[src/sv/bdtc_pkg.sv]
// ----------------------------------------------------------------------------
// bdtc_pkg: shared types and constants
// Tap kinds, configuration register indices and the configuration bundle
// of the button debounce and tap classifier.
// ----------------------------------------------------------------------------
package bdtc_pkg;

  localparam int CFG_TICK_W = 10;
  localparam int KIND_W     = 2;
  localparam int CFG_IDX_W  = 2;

  typedef enum logic [KIND_W-1:0] {
    TAP_SINGLE = 2'd0,
    TAP_DOUBLE = 2'd1,
    TAP_RAW    = 2'd2
  } tap_kind_t;

  typedef enum logic [CFG_IDX_W-1:0] {
    CFG_DEBOUNCE   = 2'd0,
    CFG_DOUBLE_TAP = 2'd1,
    CFG_COUNT_MODE = 2'd2
  } cfg_index_t;

  typedef struct packed {
    logic [CFG_TICK_W-1:0] debounce_ticks;
    logic [CFG_TICK_W-1:0] double_tap_ticks;
    logic                  count_mode;
  } cfg_t;

  typedef struct packed {
    logic      valid;
    tap_kind_t kind;
  } tap_result_t;

endpackage

[src/sv/tick_if.sv]
// ----------------------------------------------------------------------------
// tick_if: tick channel
// Carries one millisecond tick word with the sampled button level.
// ----------------------------------------------------------------------------
interface tick_if;
  logic valid;
  logic ready;
  logic pin_level;

  modport source (output valid, output pin_level, input ready);
  modport sink   (input valid, input pin_level, output ready);
endinterface

[src/sv/tap_if.sv]
// ----------------------------------------------------------------------------
// tap_if: tap result channel
// Carries one classified tap word.
// ----------------------------------------------------------------------------
interface tap_if;
  logic                        valid;
  logic                        ready;
  logic [bdtc_pkg::KIND_W-1:0] tap_kind;

  modport source (output valid, output tap_kind, input ready);
  modport sink   (input valid, input tap_kind, output ready);
endinterface

[src/sv/cfg_if.sv]
// ----------------------------------------------------------------------------
// cfg_if: configuration write channel
// Carries a register index and the write data word.
// ----------------------------------------------------------------------------
interface cfg_if;
  logic                            valid;
  logic                            ready;
  logic [bdtc_pkg::CFG_IDX_W-1:0]  index;
  logic [bdtc_pkg::CFG_TICK_W-1:0] data;

  modport source (output valid, output index, output data, input ready);
  modport sink   (input valid, input index, input data, output ready);
endinterface

[src/sv/bdtc_cfg_regs.sv]
// ----------------------------------------------------------------------------
// bdtc_cfg_regs: configuration registers
// Holds debounce length, double-tap window and count mode.
// ----------------------------------------------------------------------------
module bdtc_cfg_regs (
  input  logic                            clk,
  input  logic                            rst,
  input  logic                            wr_en,
  input  logic [bdtc_pkg::CFG_IDX_W-1:0]  wr_index,
  input  logic [bdtc_pkg::CFG_TICK_W-1:0] wr_data,
  output bdtc_pkg::cfg_t                  cfg
);
  import bdtc_pkg::*;

  always_ff @(posedge clk) begin
    if (rst) begin
      cfg.debounce_ticks   <= CFG_TICK_W'(30);
      cfg.double_tap_ticks <= CFG_TICK_W'(300);
      cfg.count_mode       <= 1'b0;
    end else if (wr_en) begin
      case (cfg_index_t'(wr_index))
        CFG_DEBOUNCE:   cfg.debounce_ticks   <= wr_data;
        CFG_DOUBLE_TAP: cfg.double_tap_ticks <= wr_data;
        CFG_COUNT_MODE: cfg.count_mode       <= wr_data[0];
        default: ;  // drop writes beyond the register list
      endcase
    end
  end

endmodule

[src/sv/bdtc_tap_core.sv]
// ----------------------------------------------------------------------------
// bdtc_tap_core: debounce and tap classification
// Holds the debounce and window state and works out one tick per step.
// ----------------------------------------------------------------------------
module bdtc_tap_core #(
  parameter int TICK_COUNT_BITS = 10
) (
  input  logic                  clk,
  input  logic                  rst,
  input  logic                  step,
  input  logic                  level,
  input  bdtc_pkg::cfg_t        cfg,
  output bdtc_pkg::tap_result_t result
);
  import bdtc_pkg::*;

  localparam int W  = TICK_COUNT_BITS;
  localparam int CW = (W > CFG_TICK_W) ? W : CFG_TICK_W;
  localparam logic [CW-1:0] CNT_MAX_EXT = CW'({W{1'b1}});

  logic         previous_level, previous_level_next;
  logic [W-1:0] debounce_left,  debounce_left_next;
  logic         debounce_armed, debounce_armed_next;
  logic         single_pending, single_pending_next;
  logic [W-1:0] since_release,  since_release_next;

  logic [CW-1:0] deb_ext, win_ext;
  logic [W-1:0]  deb_load, window;
  logic          pend_a;
  logic [W-1:0]  since_a;
  logic          released_now;

  // clamp register values to the counter range
  assign deb_ext  = CW'(cfg.debounce_ticks);
  assign win_ext  = CW'(cfg.double_tap_ticks);
  assign deb_load = (deb_ext > CNT_MAX_EXT) ? {W{1'b1}} : W'(deb_ext);
  assign window   = (win_ext > CNT_MAX_EXT) ? {W{1'b1}} : W'(win_ext);

  always_comb begin
    // advance the window timer at the start of the tick
    pend_a  = single_pending;
    since_a = since_release;
    if (cfg.count_mode) begin
      pend_a  = 1'b0;
      since_a = '0;
    end else if (single_pending && (since_release != {W{1'b1}})) begin
      since_a = since_release + W'(1);
    end

    previous_level_next = previous_level;
    debounce_left_next  = debounce_left;
    debounce_armed_next = debounce_armed;
    released_now        = 1'b0;
    if (level != previous_level) begin
      previous_level_next = level;
      debounce_left_next  = deb_load;
      debounce_armed_next = 1'b1;
    end else if (debounce_armed) begin
      if (debounce_left <= W'(1)) begin
        debounce_left_next  = '0;
        debounce_armed_next = 1'b0;
        released_now        = !level;
      end else begin
        debounce_left_next = debounce_left - W'(1);
      end
    end

    single_pending_next = pend_a;
    since_release_next  = since_a;
    result.valid        = 1'b0;
    result.kind         = TAP_SINGLE;
    if (released_now && cfg.count_mode) begin
      result.valid = 1'b1;
      result.kind  = TAP_RAW;
    end else if (released_now && pend_a && (since_a <= window)) begin
      single_pending_next = 1'b0;
      since_release_next  = '0;
      result.valid        = 1'b1;
      result.kind         = TAP_DOUBLE;
    end else begin
      if (released_now) begin
        single_pending_next = 1'b1;
        since_release_next  = '0;
      end
      // window expiry, checked after release classification
      if (single_pending_next && (since_release_next >= window)) begin
        single_pending_next = 1'b0;
        since_release_next  = '0;
        result.valid        = 1'b1;
        result.kind         = TAP_SINGLE;
      end
    end
  end

  always_ff @(posedge clk) begin
    if (rst) begin
      previous_level <= 1'b0;
      debounce_left  <= '0;
      debounce_armed <= 1'b0;
      single_pending <= 1'b0;
      since_release  <= '0;
    end else if (step) begin
      previous_level <= previous_level_next;
      debounce_left  <= debounce_left_next;
      debounce_armed <= debounce_armed_next;
      single_pending <= single_pending_next;
      since_release  <= since_release_next;
    end
  end

  a_count_mode_clears: assert property (@(posedge clk) disable iff (rst)
    (step && cfg.count_mode) |=> !single_pending)
    else $error("pending tap survived a count mode tick");

  a_since_only_pending: assert property (@(posedge clk) disable iff (rst)
    (since_release != '0) |-> single_pending)
    else $error("window timer running with nothing pending");

  a_left_only_armed: assert property (@(posedge clk) disable iff (rst)
    (debounce_left != '0) |-> debounce_armed)
    else $error("debounce count left behind while not armed");

endmodule

[src/sv/button_debounce_tap_classifier_core.sv]
// Order: a tick word is taken into the input register, then classified into
// the result register when that register can advance, where its tap word is
// offered and held while the sink stalls. Throughput: one tick word per cycle
// unless the sink stalls; a waiting result does not block intake while the
// result register is being drained. Only small counters update.
// Reset (rst, synchronous): registers return to their defaults, state clears.
// ----------------------------------------------------------------------------
// button_debounce_tap_classifier_core: top level
// Debounces the button level and reports single, double or raw taps.
// ----------------------------------------------------------------------------
module button_debounce_tap_classifier_core #(
  parameter int TICK_COUNT_BITS = 10
) (
  input logic   clk,
  input logic   rst,
  tick_if.sink  tick,
  tap_if.source tap,
  cfg_if.sink   cfg
);
  import bdtc_pkg::*;

  cfg_t        cfg_regs;
  tap_result_t result;

  logic        s1_valid;
  logic        s1_level;
  logic        out_valid;
  tap_kind_t   out_kind;
  logic        advance;

  assign cfg.ready  = 1'b1;
  assign advance    = !out_valid || tap.ready;
  assign tick.ready = !s1_valid || advance;

  bdtc_cfg_regs u_cfg (
    .clk      (clk),
    .rst      (rst),
    .wr_en    (cfg.valid),
    .wr_index (cfg.index),
    .wr_data  (cfg.data),
    .cfg      (cfg_regs)
  );

  bdtc_tap_core #(
    .TICK_COUNT_BITS (TICK_COUNT_BITS)
  ) u_core (
    .clk    (clk),
    .rst    (rst),
    .step   (s1_valid && advance),
    .level  (s1_level),
    .cfg    (cfg_regs),
    .result (result)
  );

  // input register
  always_ff @(posedge clk) begin
    if (rst) begin
      s1_valid <= 1'b0;
    end else if (tick.ready) begin
      s1_valid <= tick.valid;
    end
  end

  always_ff @(posedge clk) begin
    if (tick.ready && tick.valid) begin
      s1_level <= tick.pin_level;
    end
  end

  // result register: hold while the sink stalls
  always_ff @(posedge clk) begin
    if (rst) begin
      out_valid <= 1'b0;
    end else if (advance) begin
      out_valid <= s1_valid && result.valid;
    end
  end

  always_ff @(posedge clk) begin
    if (advance) begin
      out_kind <= result.kind;
    end
  end

  assign tap.valid    = out_valid;
  assign tap.tap_kind = out_kind;

  a_result_from_tick: assert property (@(posedge clk) disable iff (rst)
    $rose(out_valid) |-> $past(s1_valid))
    else $error("tap word without a tick word behind it");

  a_stall_holds_input: assert property (@(posedge clk) disable iff (rst)
    (s1_valid && !advance) |=> s1_valid)
    else $error("stalled tick word lost");

  a_no_intake_on_stall: assert property (@(posedge clk) disable iff (rst)
    (s1_valid && out_valid && !tap.ready) |-> !tick.ready)
    else $error("tick taken while both stages are full and stalled");

endmodule
[src/flat_wrapper.sv]
// flat-port wrapper written by rule: the top's interface ports become plain ports
module button_debounce_tap_classifier_core_flat import bdtc_pkg::*;
#(
  parameter int TICK_COUNT_BITS = 10
)
  (clk, rst, tick_valid, tick_pin_level, tick_ready, tap_valid, tap_tap_kind, tap_ready, cfg_valid, cfg_index, cfg_data, cfg_ready);
  tick_if tick_i ();
  tap_if tap_i ();
  cfg_if cfg_i ();
  input logic clk;
  input logic rst;
  input wire logic [$bits(tick_i.valid)-1:0] tick_valid;
  input wire logic [$bits(tick_i.pin_level)-1:0] tick_pin_level;
  output wire logic [$bits(tick_i.ready)-1:0] tick_ready;
  output wire logic [$bits(tap_i.valid)-1:0] tap_valid;
  output wire logic [$bits(tap_i.tap_kind)-1:0] tap_tap_kind;
  input wire logic [$bits(tap_i.ready)-1:0] tap_ready;
  input wire logic [$bits(cfg_i.valid)-1:0] cfg_valid;
  input wire logic [$bits(cfg_i.index)-1:0] cfg_index;
  input wire logic [$bits(cfg_i.data)-1:0] cfg_data;
  output wire logic [$bits(cfg_i.ready)-1:0] cfg_ready;
  assign tick_i.valid = tick_valid;
  assign tick_i.pin_level = tick_pin_level;
  assign tick_ready = tick_i.ready;
  assign tap_valid = tap_i.valid;
  assign tap_tap_kind = tap_i.tap_kind;
  assign tap_i.ready = tap_ready;
  assign cfg_i.valid = cfg_valid;
  assign cfg_i.index = cfg_index;
  assign cfg_i.data = cfg_data;
  assign cfg_ready = cfg_i.ready;
  button_debounce_tap_classifier_core #(.TICK_COUNT_BITS(TICK_COUNT_BITS)) u_core (.clk(clk), .rst(rst), .tick(tick_i), .tap(tap_i), .cfg(cfg_i));
endmodule
[config.mk]
export PLATFORM = sky130hd
export DESIGN_NAME = button_debounce_tap_classifier_core_flat
export DESIGN_NICKNAME = d
export VERILOG_FILES = /design/src/sv/bdtc_pkg.sv /design/src/sv/tick_if.sv /design/src/sv/tap_if.sv /design/src/sv/cfg_if.sv /design/src/sv/bdtc_cfg_regs.sv /design/src/sv/bdtc_tap_core.sv /design/src/sv/button_debounce_tap_classifier_core.sv /design/src/flat_wrapper.sv
export SDC_FILE = /design/constraint.sdc
export NUM_CORES = 1
export LEC_CHECK = 0
export BUFFER_PORTS_ARGS = -buffer_cell sky130_fd_sc_hd__buf_2
export CAP_MARGIN = 40
export CELL_PAD_IN_SITES_DETAIL_PLACEMENT = 0
export CELL_PAD_IN_SITES_GLOBAL_PLACEMENT = 1
export CORE_AREA = 2 2 85 87
export CTS_CLUSTER_SIZE = 10
export DETAILED_ROUTE_END_ITERATION = 6
export DIE_AREA = 0 0 87 89
export PLACE_DENSITY_LB_ADDON = 0.1
export SLEW_MARGIN = 20
export SYNTH_ARGS = -nofsm -noshare
export SYNTH_HDL_FRONTEND = slang
export SYNTH_HIERARCHICAL = 1
export SYNTH_SLANG_ARGS = --single-unit
[constraint.sdc]
create_clock -name clk -period 3.95 [get_ports clk]
set_input_delay 0.395 -clock clk [delete_from_list [all_inputs] [get_ports clk]]
set_output_delay 0.395 -clock clk [all_outputs]
set_load 0.02 [all_outputs]
; After elaboration in Yosys (flattened, before gate mapping)
; Index checks and enable logic that the tools add are counted.
[classes]
eq_ne = 4
n_addsub = 2
magnitude_cmp = 5
n_reduce_logical = 20
n_mux = 29
[op_table]
columns = cell, count
row1 = $mux W10, 13
row2 = $gt A10 B10 Y1 const B, 2
row3 = $mux W1, 13
row4 = $add A10 B1 Y10 const B, 1
row5 = $ge A10 B10 Y1, 1
row6 = $le A10 B1 Y1 const B, 1
row7 = $le A10 B10 Y1, 1
row8 = $ne A10 B10 Y1 const B, 1
row9 = $reduce_and A2 Y1, 5
row10 = $sub A10 B1 Y10 const B, 1
row11 = $mux W3, 3
row12 = $logic_and A1 B1 Y1, 8
row13 = $logic_not A1 Y1, 3
row14 = $eq A2 B1 Y1 const B, 1
row15 = $eq A2 B2 Y1 const B, 1
row16 = $logic_not A2 Y1, 1
row17 = $logic_or A1 B1 Y1, 2
row18 = $reduce_bool A2 Y1, 1
row19 = $ne A1 B1 Y1, 1
[word_totals]
ff_bits = 49

; Logic depth before layout (Yosys ltp)
[depth]
ltp_word = 14
depth_mapped = 15
mapped_depth_nobuf = 14

; By module
; The synthesis kept the hierarchy.
[by_module_without_submodules]
columns = mod, n_inst, cells_per_inst, area_each_um2
row1 = bdtc_tap_core, 1, 270, 2020.7
row2 = bdtc_cfg_regs, 1, 88, 887.1
row3 = button_debounce_tap_classifier_core, 1, 15, 185.2

; Worst setup path after synthesis
; No wires, ideal clock.
[synth_path]
path_kind = flip-flop to flip-flop
from = register u_core.u_core.since_release[0]
to = register u_core.out_valid (netlist: u_core/tap.valid)
n_path_buf = 0
stages_incl_launch_ff = 15
arrival_time_ns = 2.964
setup_slack_ns = 0.916
path_cell_list = dfxtp_1 > ha_1 > nand2_1 > o31ai_1 > nor3_1 > mux2i_1 > inv_1 > ha_1 > and3_1 > a221o_1 > a221oi_1 > nor2_1 > o21ai_0 > nand2_1 > a21oi_1
[synth_lines]
columns = item, line
row1 = "start, declared", bdtc_tap_core.sv:25  ; logic [W-1:0] since_release, since_release_next;
row2 = "start signal, assigned", bdtc_tap_core.sv:107  ; since_release <= since_release_next;
row3 = "end signal, assigned", button_debounce_tap_classifier_core.sv:75  ; out_valid <= s1_valid && result.valid;
row4 = "end, declared", button_debounce_tap_classifier_core.sv:27  ; logic out_valid;

==> flow_summary.json <==
{
  "status": "finished, final reports clean",
  "grt_pass1_vias": 2405,
  "fmax_mhz": 279.0,
  "cts_made_buffers": 5,
  "wirelength_mm": 7.142,
  "gp_congestion": 0.8144,
  "report.final.setup_viol": 0,
  "peakVddDrop_v": 0.0001397,
  "synth.avg_cell_area_um2": 8.292,
  "rsz0062_at_grt": "no",
  "slew_violations": 0,
  "power_density_nw_per_um2": 296.4,
  "die_x_um": 87,
  "multi_input_area_um2": 1907,
  "synth_top_cell_area_share": 0.2977,
  "final_cells": 468,
  "drive_gt1_frac": 0.1057,
  "num_rows": 30,
  "synthArstFlopShare": 0,
  "avgRoutedWirePerCell_um": 15.26,
  "antenna_cells": 0,
  "hpwl_mm": 5.190,
  "die_y_um": 89,
  "yosys.area_share.adder": 0.09304,
  "cts_tree": "yes",
  "start_kind": "flop",
  "synth_xor_xnor_area_share": 0.008495,
  "synth-simple-area-share": 0.2460,
  "fin_crit_ns": 3.584,
  "worst_slew_pin_slew_ns": 0.8083,
  "start_util": 0.4603,
  "drcViolationCount": 0,
  "fillerInstances": 685,
  "ys_warn_count": 6,
  "hold_buffers": 0,
  "synth_mux_area_frac": 0.08091,
  "endpoint_kind": "flop",
  "synthesis.nets": 414,
  "synth-edff-count": 3,
  "dp_cells": 459,
  "slowest_stage": "a221oi_1",
  "yosysTopAreaCell": "dfxtp_1",
  "die_area_um2": 7743,
  "seq_area_frac_synth": 0.3269,
  "syn_inst": 373,
  "seq_area_um2": 1011,
  "hold_violations": 0,
  "ios": 23,
  "track_usage": 0.1961,
  "numClockSinks": 49,
  "clk_pin_slew_ns": 0.09,
  "cp.required_ns": 4.18,
  "ys_top_cells_by_area": "dfxtp_1, ha_1, mux2i_1, nor2_1, nand2b_1",
  "grt_remaining_overflow": 0,
  "finalPower_uw": 987.2,
  "core_area_um2": 6719,
  "ys.flop_type": "dfxtp_1",
  "cts-root-buf": "clkbuf_8",
  "crit_path_max_incr_delay_ns": 0.54,
  "cp_max_fo": 4,
  "area_delta_synth_final_pct": 7.686,
  "post-route-period-util": 0.9073,
  "synth_compound_area_frac": 0.1853,
  "relSlewSlack": 0.4611,
  "layout.nets": 428,
  "maxCapViolCount": 0,
  "port_buffers": 21,
  "detail_route.vias_per_cell": 5.603,
  "drt_iter0_drc": 112,
  "first_pass_iters": 4,
  "ant_nets": 0,
  "critical_path_class": "reg2reg",
  "vias": 2622,
  "crit_arrival_ns": 3.81,
  "synth_top_family_by_area": "simple AND/OR/NAND/NOR gates",
  "grt_antenna_before_repair": 0,
  "synth-seq-cells": 49,
  "h-tree-depth": 2,
  "cellLeakagePower_uw": 0.001414,
  "clk_latency_ns": 0.30,
  "syn_area_um2": 3093,
  "hp-class": "in2reg",
  "grt_pass1_wl_mm": 11.83,
  "ys_types": 56,
  "final.setup_skew_ns": 0.005291,
  "fin_tns_setup_ns": 0,
  "grt_start_max_net_pins": 53,
  "cts_buffer_depth": 2,
  "cp_cell_sequence": "ha_1 -> nand2_1 -> o31ai_2 -> nor2_1 -> mux2i_1 -> inv_1 -> ha_1 -> and3_1 -> a221o_1 -> a221oi_1 -> nor2_1 -> o21ai_0 -> nand2_1 -> a21oi_1"
}
logic make-up (layout without fill, tap and decap cells):
logic type	count (synthesis)	after routing
buffers and inverters	44	59
DFF	49	49
xor gates and xnor gates	3	3
other	1	1
AOI/OAI and AO/OA	82	82
muxes	25	25
and+or+nand+nor	146	146
adders and majority gates	23	23
final timing paths:
path | startpoint | to | slack (ns) | cells past startpoint
max reg2reg | u_core/u_core/since_release[0]$_SDFFE_PP0P_ | u_core/tap.valid$_SDFFE_PP0P_ | 0.37 | 14
max | u_core/u_core/since_release[0]$_SDFFE_PP0P_ | u_core/tap.valid$_SDFFE_PP0P_ | 0.37 | 14
min reg2reg | u_core/u_cfg/cfg[10]$_SDFFE_PP0P_ | u_core/u_cfg/cfg[10]$_SDFFE_PP0P_ | 0.48 | 2
min | tick_pin_level | u_core/s1_level$_DFFE_PP_ | 0.26 | 1
final cells by class:
cell class | instances | area share
clock inverter | 1 | 0.002254
tap | 80 | 0.03005
sequential | 49 | 0.3035
multi-input combinational | 280 | 0.5725
timing repair buffer | 24 | 0.03832
clock buffer | 7 | 0.02292
inverter | 27 | 0.03043
registers in the layout, summed over array words and instances (netlist names):
register / count
u_core/s1_level: 1
u_core/s1_valid: 1
u_core/tap.tap_kind: 2
u_core/tap.valid: 1
u_core/u_cfg/cfg: 21
u_core/u_core/debounce_armed: 1
u_core/u_core/debounce_left: 10
u_core/u_core/previous_level: 1
u_core/u_core/since_release: 10
u_core/u_core/single_pending: 1
metal layers:
metal | wire [um] | track usage
met5 | 0 | 0
met4 | 172 | 0.07528
met3 | 288 | 0.03509
met2 | 3265 | 0.3046
met1 | 3415 | 0.2713
worst max-delay path, delay by kind of cell, from the launching register on:
| kind | cells | cell delay (ns) |
|---|---|---|
| buf+inv | 1 | 0.08 |
| mux | 1 | 0.33 |
| simple gates | 5 | 0.61 |
| flops | 1 | 0.40 |
| fa+ha+maj | 2 | 0.52 |
| compound gates | 5 | 1.57 |
synth_stat cells, drive strengths merged, types with 4 or more instances:
library cell,count
a211oi,7
a21o,5
a21oi,18
a221oi,4
buf,8
clkbuf,9
dfxtp,46
ha,23
inv,27
mux2i,25
nand2,25
nand2b,25
nand3,6
nor2,44
nor2b,5
nor3,13
o21ai,11
o31ai,15
stage by stage:
| step | util | instance area, um2 | setup WS (ns) | hold WS, ns |
|---|---|---|---|---|
| floorplan | - | 3093 | 0.9159 | 0.4389 |
| global placement | 0.4814 | 3234 | 0.3041 | 0.4596 |
| detailed placement | 0.4814 | 3234 | 0.3407 | 0.4641 |
| CTS | 0.4939 | 3318 | 0.3058 | 0.2511 |
| global route | 0.4957 | 3331 | 0.06498 | 0.2450 |
| finish | 0.4957 | 3331 | 0.3662 | 0.2635 |
timing repair:
item	4_1_cts	5_1_grt
endpoints found under the hold margin	0	0
resized for setup	0	1
buffers inserted	0	0
endpoints found under the setup margin	0	1
placed cells by master, fill, tap and decap left out, types with 5 or more instances in the layout:
cell,instances
a21o_1,5
a211oi_1,7
a21oi_1,18
nand2_1,25
inv_1,27
nand2b_1,25
nand3_1,6
o21ai_0,10
dfxtp_1,46
mux2i_1,25
nor2_1,44
nor2b_1,5
nor3_1,13
ha_1,23
o31ai_1,13
buf_2,21
clkbuf_8,5
where the power goes:
part | internal [uW] | switching, uW
logic | 65.6 | 94.2
clock network | 126 | 169
registers | 515 | 17.7
Power figures use the tool's default switching activity.
